[src/rtl/btgc_pkg.sv]
package btgc_pkg;

    localparam int TIME_WIDTH_DEF = 32;

    localparam int CFG_WIDTH     = 16;
    localparam int CFG_IDX_WIDTH = 2;

    localparam logic [CFG_IDX_WIDTH-1:0] REG_DEBOUNCE   = 2'd0;
    localparam logic [CFG_IDX_WIDTH-1:0] REG_TAP_WINDOW = 2'd1;
    localparam logic [CFG_IDX_WIDTH-1:0] REG_LONG_PRESS = 2'd2;

    localparam logic [CFG_WIDTH-1:0] DEBOUNCE_RST   = 16'd50;
    localparam logic [CFG_WIDTH-1:0] TAP_WINDOW_RST = 16'd300;
    localparam logic [CFG_WIDTH-1:0] LONG_PRESS_RST = 16'd1000;

    typedef enum logic [1:0] {
        GEST_NONE   = 2'd0,
        GEST_SINGLE = 2'd1,
        GEST_DOUBLE = 2'd2,
        GEST_LONG   = 2'd3
    } t_gesture;

endpackage

[src/rtl/button_tap_gesture_classifier_top.sv]
// Button tap gesture classifier.
// Input stream (s_axis): one request per millisecond tick carrying the sampled
// button level (0 = pressed). Output stream (m_axis): one gesture code per
// input request: none, single tap, double tap or long press.
// Configuration: write-only port, i_cfg_wr_en with i_cfg_addr selecting
// debounce (0), tap window (1) or long press (2) tick counts; other
// indexes are ignored. Write only while the block is idle.
// The gesture of a tick appears on m_axis in the cycle after the
// input request is accepted. Throughput: one tick per cycle while
// m_axis_tready is high, set by the single output register; timeout
// compares, debounce and the tick counter update all close in the same cycle.
// Reset (synchronous, active low): tick counter, press/release/change
// times clear, debounced level goes to released, registers return to
// 50/300/1000 and the output is empty.
// Stall: while a result waits on a low m_axis_tready, s_axis_tready is
// low; as soon as the result is taken in a cycle a new request is taken too.
module button_tap_gesture_classifier_top #(
    parameter int TIME_WIDTH = btgc_pkg::TIME_WIDTH_DEF
) (
    input  logic                                i_clk,
    input  logic                                i_rst_n,
    input  logic                                i_cfg_wr_en,
    input  logic [btgc_pkg::CFG_IDX_WIDTH-1:0]  i_cfg_addr,
    input  logic [btgc_pkg::CFG_WIDTH-1:0]      i_cfg_wdata,
    input  logic                                s_axis_tvalid,
    output logic                                s_axis_tready,
    input  logic [7:0]                          s_axis_tdata,   // [0] level
    output logic                                m_axis_tvalid,
    input  logic                                m_axis_tready,
    output logic [7:0]                          m_axis_tdata    // [1:0] gesture
);

    logic [btgc_pkg::CFG_WIDTH-1:0] r_debounce;
    logic [btgc_pkg::CFG_WIDTH-1:0] r_tap_window;
    logic [btgc_pkg::CFG_WIDTH-1:0] r_long_press;

    logic [TIME_WIDTH-1:0] r_tick, n_tick;
    logic [TIME_WIDTH-1:0] r_press, n_press;
    logic [TIME_WIDTH-1:0] r_release, n_release;
    logic [TIME_WIDTH-1:0] r_change, n_change;
    logic                  r_stable, n_stable;

    logic                  r_valid;
    btgc_pkg::t_gesture    r_gesture, n_gesture;

    logic [TIME_WIDTH-1:0] since_release;
    logic [TIME_WIDTH-1:0] since_press;
    logic [TIME_WIDTH-1:0] since_change;
    logic                  level;
    logic                  accept;

    assign s_axis_tready = !r_valid || m_axis_tready;
    assign accept        = s_axis_tvalid && s_axis_tready;
    assign level         = s_axis_tdata[0];

    assign since_release = r_tick - r_release;
    assign since_press   = r_tick - r_press;
    assign since_change  = r_tick - r_change;

    always_comb begin
        n_gesture = btgc_pkg::GEST_NONE;
        n_press   = r_press;
        n_release = r_release;
        n_change  = r_change;
        n_stable  = r_stable;
        n_tick    = r_tick + TIME_WIDTH'(1);

        if (r_release != '0 && r_press != '0 &&
            since_release > TIME_WIDTH'(r_long_press)) begin
            n_gesture = btgc_pkg::GEST_LONG;
            n_press   = '0;
            n_release = '0;
        end else if (r_press != '0 && since_press > TIME_WIDTH'(r_tap_window)) begin
            n_gesture = btgc_pkg::GEST_SINGLE;
            n_press   = '0;
            n_release = '0;
        end

        if (level != r_stable && since_change > TIME_WIDTH'(r_debounce)) begin
            n_stable = level;
            n_change = r_tick;
            if (!level) begin
                if (n_press != '0) begin
                    n_gesture = btgc_pkg::GEST_DOUBLE;
                    n_press   = '0;
                    n_release = '0;
                end else begin
                    n_press = (r_tick == '0) ? TIME_WIDTH'(1) : r_tick;
                end
            end else begin
                n_release = r_tick;
            end
        end
    end

    always_ff @(posedge i_clk) begin
        if (!i_rst_n) begin
            r_debounce   <= btgc_pkg::DEBOUNCE_RST;
            r_tap_window <= btgc_pkg::TAP_WINDOW_RST;
            r_long_press <= btgc_pkg::LONG_PRESS_RST;
        end else if (i_cfg_wr_en) begin
            case (i_cfg_addr)
                btgc_pkg::REG_DEBOUNCE:   r_debounce   <= i_cfg_wdata;
                btgc_pkg::REG_TAP_WINDOW: r_tap_window <= i_cfg_wdata;
                btgc_pkg::REG_LONG_PRESS: r_long_press <= i_cfg_wdata;
                default: ;
            endcase
        end
    end

    always_ff @(posedge i_clk) begin
        if (!i_rst_n) begin
            r_tick    <= '0;
            r_press   <= '0;
            r_release <= '0;
            r_change  <= '0;
            r_stable  <= 1'b1;
        end else if (accept) begin
            r_tick    <= n_tick;
            r_press   <= n_press;
            r_release <= n_release;
            r_change  <= n_change;
            r_stable  <= n_stable;
        end
    end

    always_ff @(posedge i_clk) begin
        if (!i_rst_n) begin
            r_valid <= 1'b0;
        end else if (accept) begin
            r_valid <= 1'b1;
        end else if (m_axis_tready) begin
            r_valid <= 1'b0;
        end
    end

    always_ff @(posedge i_clk) begin
        if (accept) begin
            r_gesture <= n_gesture;
        end
    end

    assign m_axis_tvalid = r_valid;
    assign m_axis_tdata  = {6'b0, r_gesture};

endmodule

[config.mk]
export PLATFORM = sky130hd
export DESIGN_NAME = button_tap_gesture_classifier_top
export DESIGN_NICKNAME = d
export VERILOG_FILES = /design/src/rtl/btgc_pkg.sv /design/src/rtl/button_tap_gesture_classifier_top.sv
export SDC_FILE = /design/constraint.sdc
export NUM_CORES = 1
export LEC_CHECK = 0
export BUFFER_PORTS_ARGS = -buffer_cell sky130_fd_sc_hd__buf_2
export CELL_PAD_IN_SITES_DETAIL_PLACEMENT = 0
export CELL_PAD_IN_SITES_GLOBAL_PLACEMENT = 1
export CORE_MARGIN = 4
export CORE_UTILIZATION = 40
export CTS_BUF_LIST = sky130_fd_sc_hd__clkbuf_4
export CTS_CLUSTER_SIZE = 12
export DETAILED_ROUTE_END_ITERATION = 8
export PLACE_DENSITY_LB_ADDON = 0.12
export SYNTH_ARGS = -nofsm -noshare
export SYNTH_HDL_FRONTEND = slang
export SYNTH_SLANG_ARGS = --single-unit
[constraint.sdc]
create_clock -name i_clk -period 5.7 [get_ports i_clk]
set_clock_uncertainty 0.15 [all_clocks]
set_input_delay 0.57 -clock i_clk [delete_from_list [all_inputs] [get_ports i_clk]]
set_output_delay 0.57 -clock i_clk [all_outputs]
set_load 0.005 [all_outputs]
==> results_dict.tcl, run 1 <==
set metrics [dict create \
    core.rowCount 68 \
    async_flop_share_pct 0 \
    start_kind "flop" \
    layout-area-overhead-vs-synth_pct 10.9 \
    wl_per_cell_um 18.2 \
    min-delay-path-class "input port to flop" \
    vdd_drop_max_v 0.000108 \
    place_congestion 0.887 \
    nets 1995 \
    die_w_um 196 \
    drt_iter0_drc 698 \
    die_h_um 196 \
    h-tree-depth 4 \
    place_ws_ns -0.0308 \
    worstMarginPinSlew_ns 0.964 \
    worstPathRequired_ns 6.07 \
    drt_wl_total_um 41700 \
    pwr-share-seq_pct 45.5 \
    setup_viol 0 \
    worst_slack_ns 0.178 \
    clockBufferDepth 2 \
    ys_top_cells_by_area "dfxtp_1 (25%), ha_1 (13%), nand2_1 (5.1%)" \
    io_buffers 27 \
    cp_slowest_cell "or4_4" \
    cp_max_fo 7 \
    min_period_over_period_pct 96.9 \
    first_global_vias 12200 \
    combPwrFrac_pct 30.4 \
    ys.flop_type "dfxtp_1" \
    synth-edff-count 2 \
    slew_headroom_pct 35.4 \
    drv_slew 0 \
    clk_pin_slew_ns 0.16 \
    synthesis.area_um2 14200 \
    swShare_pct 32.7 \
    top_level_ports 41 \
    grt_antenna_before_repair 1 \
    postRouteAntennaNets 0 \
    rsz0062_at_grt "yes" \
    drtPass1Iterations 5 \
    grt_pass1_wl_um 65600 \
    core_um2 34700 \
    cts_root_buffer "clkbuf_4" \
    p_per_area_nw_per_um2 181 \
    hpwlAfterDp_um 32800 \
    vias 12700 \
    synth-seq-cells 180 \
    clock_latency_ns 0.62 \
    ys_types 88 \
    synthCells 1771 \
    final_cell_mix "nand2_1 (191), dfxtp_1 (175), inv_1 (165), ha_1 (141), a21oi_1 (119)" \
    grt_util_all_layers_pct 21.0 \
    hold_ws_ns 0.104 \
    dieArea_um2 38500 \
    yosysTopAreaCell "dfxtp_1" \
    hold_viol_final 0 \
    final_common_cell "nand2_1" \
    ys.warnings.count 0 \
    status "finished, final reports clean" \
    grt_max_degree 99 \
    p_switching_mw 0.930 \
    fin_crit_ns 5.52 \
    via_per_inst 5.57 \
    end_kind "flop" \
    cts_buffers 17 \
    criticalPathCategory "flop to flop" \
    synth_top_area_share_pct 25.1 \
    max_freq_ghz 0.181 \
    internal-power_mw 1.91 \
    tritoncts "done" \
    synth-seq-area-share_pct 25.6 \
    drive_gt1_share_pct 11.0 \
    critPathArrivalTime_ns 5.89 \
    power.leakage_nw 7.06 \
    critical-path-max-stage-delay_ns 0.54 \
    max_cap_viol_count 0 \
    cts.sinks 180 \
    synth.avg_cell_area_um2 8.01 \
    grt_overflow 0 \
    floorplan.initialDensity_pct 40.8 \
    power.clock.fraction_pct 24.1 \
    drt_drc_violations_left 0 \
]
[power by group through the flow]
stage / Clock [mW] / Sequential (mW) / Combinational [mW]
final: 0.685 / 1.29 / 0.863
after global routing: 0.760 / 1.30 / 0.940
after CTS: 0.719 / 1.29 / 0.745
after detailed placement: 0 / 1.32 / 0.732
after global placement: 0 / 1.32 / 0.723
after floorplan: 0 / 1.32 / 0.489
[path summary, 6_finish.rpt]
| kind | start | to | slack, ns | cells past startpoint |
|---|---|---|---|---|
| min | i_cfg_wdata[0] | r_debounce[0]$_SDFFE_PN0P_ | 0.10 | 3 |
| max | r_tick[0]$_SDFFE_PN0P_ | r_change[29]$_SDFFE_PN0P_ | 0.18 | 28 |
| min reg2reg | r_long_press[12]$_SDFFE_PN0P_ | r_long_press[12]$_SDFFE_PN0P_ | 0.33 | 2 |
| max reg2reg | r_tick[0]$_SDFFE_PN0P_ | r_change[29]$_SDFFE_PN0P_ | 0.18 | 28 |
[cells in the mapped netlist, types with 5 or more instances]
cell type,count
buf_6,9
a21o_1,47
o211a_1,5
a211oi_1,13
and2_1,33
or4_1,6
ha_1,143
a211o_1,8
o22ai_1,5
nor2_1,62
nor4b_1,5
and3_1,16
or3_1,14
a21boi_0,49
buf_4,9
a21oi_1,121
inv_1,167
and4_1,5
a22o_1,64
nand2_1,192
mux2i_1,35
nand3_1,26
dfxtp_1,178
nor4_1,30
a31oi_1,6
nor3_1,21
o21bai_1,8
o211ai_1,29
xor2_1,22
o21a_1,16
buf_2,20
xnor2_1,65
nand4_1,52
o21ai_0,72
nor2b_1,50
nand2b_1,11
o31ai_1,9
clkbuf_1,51
[worst max-delay path, delay by kind of cell, from the launching register on]
family | cells | cell delay (ns)
adder cells (fa/ha/maj) | 3 | 0.78
buffers and inverters | 7 | 0.96
multiplexers | 1 | 0.18
flip-flops | 1 | 0.36
AND/OR/NAND/NOR | 6 | 1.39
AO/OA/AOI/OAI | 10 | 1.44
XOR/XNOR | 1 | 0.15
[final cells by class]
| cell class | count | area [um2] |
|---|---|---|
| tap | 455 | 569 |
| inverter | 167 | 627 |
| sequential | 180 | 3630 |
| clock buffer | 17 | 128 |
| antenna | 1 | 2.50 |
| clock inverter | 14 | 113 |
| timing repair buffer | 114 | 976 |
| multi-input combinational | 1338 | 9680 |
| fill | 3585 | 19000 |
[sequential cells by signal, summed over array words and instances, names as in the netlist, 2 cells and up]
signal        count
r_tap_window     16
r_tick           32
r_press          32
r_long_press     16
r_gesture         2
r_change         32
r_debounce       16
r_release        32
[stage by stage]
stage	TNS [ns]	total power [mW]	instance area (um2)	std cells	util, %
finish	0	2.84	15700	2286	45.3
global route	-1.38	3.00	15700	2286	45.3
CTS	0	2.76	15400	2272	44.3
detailed placement	-0.373	2.05	15100	2240	43.5
global placement	-1.02	2.04	15100	2240	43.5
floorplan	0	1.81	14200	1776	-
[cells by family after synthesis]
group,after synthesis,share of synthesized area [%]
fa+ha+maj,146,13.0
mux,38,2.71
flops,180,25.6
xor+xnor,87,5.37
simple gates,546,19.9
compound gates,515,25.6
other cells,1,0.0265
buf+inv,258,7.74
[repair_timing]
item | CTS | global route
gates resized for setup | 5 | 37
setup endpoints to repair | 69 | 99
cloned | 0 | 5
pin swaps | 1 | 30
endpoints found under the hold margin | 1 | 0
buffers inserted | 0 | 8
hold buffers | 1 | 0
[per-layer routing]
metal | share of wire, % | wire length [um] | GRT usage [%]
met5 | 0 | 0 | 0
met4 | 2.5 | 1040 | 6.70
met3 | 3.5 | 1460 | 2.16
met2 | 43 | 18100 | 32.2
met1 | 51 | 21100 | 31.1
(Power assumes the default switching activity.)
==> run 2: changes to the inputs <==
--- a/config.mk
+++ b/config.mk
@@ -6,8 +6,6 @@
 export NUM_CORES = 1
 export LEC_CHECK = 0
 export BUFFER_PORTS_ARGS = -buffer_cell sky130_fd_sc_hd__buf_2
-export CELL_PAD_IN_SITES_DETAIL_PLACEMENT = 0
-export CELL_PAD_IN_SITES_GLOBAL_PLACEMENT = 1
 export CORE_MARGIN = 4
 export CORE_UTILIZATION = 40
 export CTS_BUF_LIST = sky130_fd_sc_hd__clkbuf_4
==> run 2 against run 1 <==
Compared with the run above: register-to-register slack improved by 0.04 ns; sequential power hardly changed; critical path type unchanged; clock power increased by 8.9%; non-clock buffer count shrank 21.
==> results_dict.tcl, run 2 (same netlist as run 1, synthesis figures left out) <==
set metrics [dict create \
    status "finished, final reports clean" \
    layout-area-overhead-vs-synth_pct 8.77 \
    r2r_start "r_tick[0]$_SDFFE_PN0P_" \
    cts_buffers 17 \
    hpwlAfterDp_um 31900 \
    fin_crit_ns 5.48 \
    cts_root_buffer "clkbuf_4" \
    tritoncts "done" \
    vdd_drop_max_v 0.0000916 \
    criticalPathCategory "flop to flop" \
    h-tree-depth 4 \
    grt_pass1_wl_um 63600 \
    grt.met3_usage_pct 2.13 \
    worstPathRequired_ns 6.10 \
    met2_usage_pct 32.1 \
    dp_cells 2226 \
    fillCellCount 3558 \
    hold_viol_final 0 \
    core_um2 34700 \
    io_buffers 27 \
    drt_drc_violations_left 0 \
    drv_slew 0 \
    layout.cells.non_filler 2266 \
    postRouteAntennaNets 0 \
    drtPass1Iterations 5 \
    top_level_ports 41 \
    dieArea_um2 38500 \
    grt_overflow 0 \
    grt_util_all_layers_pct 20.3 \
    min-delay-path-class "input port to flop" \
    worst_slack_ns 0.222 \
    die_w_um 196 \
    clk_pin_slew_ns 0.17 \
    cts.sinks 180 \
    die_h_um 196 \
    end_kind "flop" \
    reg2reg_depth 26 \
    final_common_cell "nand2_1" \
    min_period_over_period_pct 96.1 \
    clockBufferDepth 2 \
    final_cell_mix "nand2_1 (191), dfxtp_1 (174), inv_1 (166), ha_1 (142), a21oi_1 (120)" \
    reg2reg_to "r_press[5]$_SDFFE_PN0P_" \
    gr-max-usage-layer "met2" \
    grt_antenna_before_repair 1 \
    worstMarginPinSlew_ns 1.07 \
    via_per_inst 5.58 \
    startpoint "r_tick[0]$_SDFFE_PN0P_" \
    power.leakage_nw 6.95 \
    cp_max_fo 6 \
    placed_cell_area_um2 15000 \
    drt_wl_total_um 40100 \
    wl_per_cell_um 17.7 \
    core.rowCount 68 \
    place_ws_ns -0.0245 \
    first_global_vias 11900 \
    start_kind "flop" \
    max_freq_ghz 0.183 \
    utilization_pct 44.4 \
    gr-usage-met1_pct 29.7 \
    critPathArrivalTime_ns 5.88 \
    floorplan.initialDensity_pct 40.8 \
    final_design_area_no_fill_um2 15400 \
    max_cap_viol_count 0 \
    slew_headroom_pct 28.0 \
    nets 1974 \
    clock_latency_ns 0.62 \
    rrSetupSlack_ns 0.22 \
    drive_gt1_share_pct 9.50 \
    place_congestion 0.929 \
    p_per_area_nw_per_um2 181 \
    drt_iter0_drc 872 \
    setup_viol 0 \
    grt_max_degree 79 \
    cp-endpoint "r_press[5]$_SDFFE_PN0P_" \
    vias 12600 \
]
-- run 2: timing repair --
item,4_1_cts,5_1_grt
setup buffers,1,2
hold endpoints to repair,3,0
gates cloned,0,2
hold buffers,2,0
resized for setup,3,21
setup endpoints to repair,65,97
pin swaps,3,16
-- run 2: metrics by stage --
stage | hold slack, ns | total power, mW | TNS [ns]
6_report | 0.0859 | 2.79 | 0
5_1_grt | 0.0150 | 2.95 | -0.00976
4_1_cts | 0.00540 | 2.80 | 0
3_5_place_dp | 0.310 | 2.03 | -0.606
3_3_place_gp | 0.304 | 2.02 | -2.16
2_1_floorplan | 0.293 | 1.81 | 0
-- run 2: critical path, stage by stage, from the launching register on --
cell and delay [ns]:
dfxtp_2 0.36, inv_2 0.09, ha_2 0.19, fa_2 0.20, and2b_1 0.20, o2111a_1 0.27
or2_2 0.30, o21ai_1 0.14, nand2_1 0.10, a21o_1 0.21, a21oi_2 0.14, xnor2_1 0.16
ha_1 0.27, nand4_1 0.10, buf_4 0.14, nor3_4 0.04, a21boi_0 0.14, o31ai_2 0.27
buf_4 0.15, o2111a_1 0.18, nand4_1 0.16, nor4_2 0.30, nand4_2 0.30, a21oi_4 0.27
a31o_4 0.26, clkbuf_16 0.17, a22o_1 0.12
-- run 2: worst min-delay path by stage --
stage	from	to	slack, ns	depth (start not counted)
floorplan	r_tap_window[10]$_SDFFE_PN0P_	r_tap_window[10]$_SDFFE_PN0P_	0.29	2
global placement	r_debounce[13]$_SDFFE_PN0P_	r_debounce[13]$_SDFFE_PN0P_	0.30	2
detailed placement	r_tap_window[11]$_SDFFE_PN0P_	r_tap_window[11]$_SDFFE_PN0P_	0.31	2
CTS	i_cfg_wdata[2]	r_debounce[2]$_SDFFE_PN0P_	0.005	3
global route	i_cfg_wdata[3]	r_debounce[3]$_SDFFE_PN0P_	0.02	3
finish	i_cfg_wdata[1]	r_long_press[1]$_SDFFE_PN0P_	0.09	3
-- run 2: layout make-up --
| class | instances | area [um2] | share of cell area [%] |
|---|---|---|---|
| Timing Repair Buffer | 93 | 727 | 4.71 |
| Clock inverter | 15 | 171 | 1.11 |
| Antenna cell | 1 | 2.50 | 0.0162 |
| Multi-Input combinational cell | 1338 | 9570 | 62.0 |
| Sequential cell | 180 | 3630 | 23.5 |
| Tap cell | 455 | 569 | 3.69 |
| Clock buffer | 17 | 128 | 0.828 |
| Inverter | 167 | 627 | 4.06 |
-- run 2: routing by layer --
metal / vias to the layer above / share of wire [%]
met5: - / 0
met1: 5970 / 50
li1: 6420 / -
met3: 39 / 3.3
met2: 215 / 45
met4: 0 / 1.6
-- run 2: power by group --
part / internal, mW / leakage, nW / switching (mW)
clock network: 0.235 / 0.153 / 0.511
logic: 0.340 / 5.34 / 0.410
registers: 1.28 / 1.46 / 0.0108
total: 1.86 / 6.95 / 0.932
==> run 3: changes to the inputs <==
--- a/config.mk
+++ b/config.mk
@@ -11,7 +11,7 @@
 export CTS_BUF_LIST = sky130_fd_sc_hd__clkbuf_4
 export CTS_CLUSTER_SIZE = 12
 export DETAILED_ROUTE_END_ITERATION = 8
-export PLACE_DENSITY_LB_ADDON = 0.12
+export PLACE_DENSITY_LB_ADDON = 0.08
 export SYNTH_ARGS = -nofsm -noshare
 export SYNTH_HDL_FRONTEND = slang
 export SYNTH_SLANG_ARGS = --single-unit
==> run 3 against run 2 <==
Compared with the run above: worst hold slack lost 0.0075 ns; maximum frequency rose by 2.0%; clock power fell by 0.8%; design area rose by 0.79%; flip-flop and latch count unchanged; sequential share of layout area fell by 0.18 points; worst setup slack improved by 0.11 ns; combinational power rose by 4.7%; clock-buffer cell count rose by 5; non-clock buffer count up 12; largest cell class unchanged; largest power group unchanged.
==> results_dict.tcl, run 3 (same netlist as run 1, synthesis figures left out) <==
set metrics [dict create \
    criticalPathCategory "flop to flop" \
    worstPathRequired_ns 6.04 \
    worstMarginPinSlew_ns 1.03 \
    tritoncts "done" \
    hpwlAfterDp_um 32900 \
    min-delay-path-class "input port to flop" \
    worst_slack_ns 0.330 \
    met2_usage_pct 32.3 \
    cts_root_buffer "clkbuf_4" \
    drtPass1Iterations 6 \
    drive_gt1_share_pct 10.3 \
    place_congestion 0.875 \
    end_kind "flop" \
    placed_cell_area_um2 15100 \
    vias 12700 \
    top_level_ports 41 \
    first_global_vias 12000 \
    clock_latency_ns 0.61 \
    power.leakage_nw 7.01 \
    layout-area-overhead-vs-synth_pct 9.63 \
    p_per_area_nw_per_um2 181 \
    drt_iter0_drc 537 \
    grt_max_degree 99 \
    max_freq_ghz 0.186 \
    drv_slew 0 \
    hold_buffers 0 \
    grt_util_all_layers_pct 20.8 \
    critPathArrivalTime_ns 5.71 \
    via_per_inst 5.58 \
    die_h_um 196 \
    drt_drc_violations_left 0 \
    grt_pass1_wl_um 64500 \
    final_design_area_no_fill_um2 15500 \
    status "finished, final reports clean" \
    min_period_over_period_pct 94.2 \
    die_w_um 196 \
    dieArea_um2 38500 \
    postRouteAntennaNets 0 \
    vdd_drop_max_v 0.0000940 \
    final_cell_mix "nand2_1 (192), dfxtp_1 (173), inv_1 (166), ha_1 (141), a21oi_1 (118)" \
    io_buffers 27 \
    core_um2 34700 \
    clk_pin_slew_ns 0.15 \
    cts.sinks 180 \
    gr-usage-met1_pct 30.6 \
    start_kind "flop" \
    h-tree-depth 4 \
    final_common_cell "nand2_1" \
    max_cap_viol_count 0 \
    hold_ws_ns 0.0784 \
    grt_overflow 0 \
    place_ws_ns 0.00151 \
    gr-max-usage-layer "met2" \
    hold_viol_final 0 \
    cp_max_fo 7 \
    grt_antenna_before_repair 1 \
    slew_headroom_pct 31.2 \
    fin_crit_ns 5.37 \
    drt_wl_total_um 41200 \
    cts_buffers 17 \
    utilization_pct 44.8 \
    core.rowCount 68 \
    floorplan.initialDensity_pct 40.8 \
    grt.met3_usage_pct 1.92 \
    clockBufferDepth 2 \
    fin_setup_tns_ns 0 \
    setup_viol 0 \
    wl_per_cell_um 18.1 \
    nets 1986 \
]
-- run 3: cell types whose count changed in the layout (fill, tap and decap cells not counted), moves of 2 or more --
cell           before  now
clkinv_4            4    1
dlygate4sd3_1       2    0
buf_12              5    8
clkinv_8            3    0
a21oi_2             2    4
a21oi_1           120  118
buf_4              55   66
clkbuf_4           17   22
-- run 3: repair_timing --
item                                    4_1_cts  5_1_grt
cloned                                        0        2
gates resized for setup                       2       26
pin swaps                                     0       16
endpoints found under the setup margin       40       98
setup buffers                                 0        2
-- run 3: layout make-up --
type | instances | area, um2
Sequential cell | 180 | 3630
Fill cell | 3633 | 19200
Inverter | 167 | 627
Clock buffer | 22 | 165
Clock inverter | 8 | 105
Antenna cell | 1 | 2.50
Tap cell | 455 | 569
Timing Repair Buffer | 105 | 863
Multi-Input combinational cell | 1338 | 9580
-- run 3: power breakdown --
group          switching, mW  total [mW]  internal, mW  leakage, nW
clock                  0.458       0.740         0.282        0.145
sequential            0.0111        1.29          1.28         1.46
combinational          0.410       0.785         0.374         5.40
total                  0.879        2.82          1.94         7.01
-- run 3: worst paths after layout --
path	startpoint	to	slack [ns]	depth (start not counted)
setup / recovery	r_tick[7]$_SDFFE_PN0P_	r_change[18]$_SDFFE_PN0P_	0.33	24
hold / removal	s_axis_tvalid	m_axis_tvalid$_SDFFE_PN0P_	0.08	3
setup reg to reg	r_tick[7]$_SDFFE_PN0P_	r_change[18]$_SDFFE_PN0P_	0.33	24
hold reg to reg	r_tap_window[10]$_SDFFE_PN0P_	r_tap_window[10]$_SDFFE_PN0P_	0.33	2
-- run 3: layer usage --
metal	wire (um)	part of all wire [%]
met5	0	0
met3	960	2.3
met1	21200	51
met4	843	2.0
met2	18200	44
-- run 3: per-stage QoR --
step	std cells	total power, mW
floorplan	1776	1.81
global placement	2241	2.05
detailed placement	2241	2.05
CTS	2271	2.81
global route	2276	2.97
finish	2276	2.82
-- run 3: critical path: stages, from the launching register on --
cell	delay (ns)
dfxtp_1	0.55
ha_1	0.36
a21oi_1	0.30
o211ai_1	0.19
nand2_1	0.12
o21a_1	0.18
o21ai_2	0.08
a21o_1	0.18
a21oi_2	0.14
xnor2_1	0.16
ha_1	0.28
nand4_1	0.14
a2111oi_1	0.09
a211oi_1	0.19
buf_4	0.16
o22ai_1	0.06
or4_4	0.51
nor4_4	0.28
nand4_1	0.17
buf_6	0.16
buf_4	0.13
o211ai_4	0.18
clkbuf_16	0.25
mux2i_1	0.18
nor2b_1	0.06
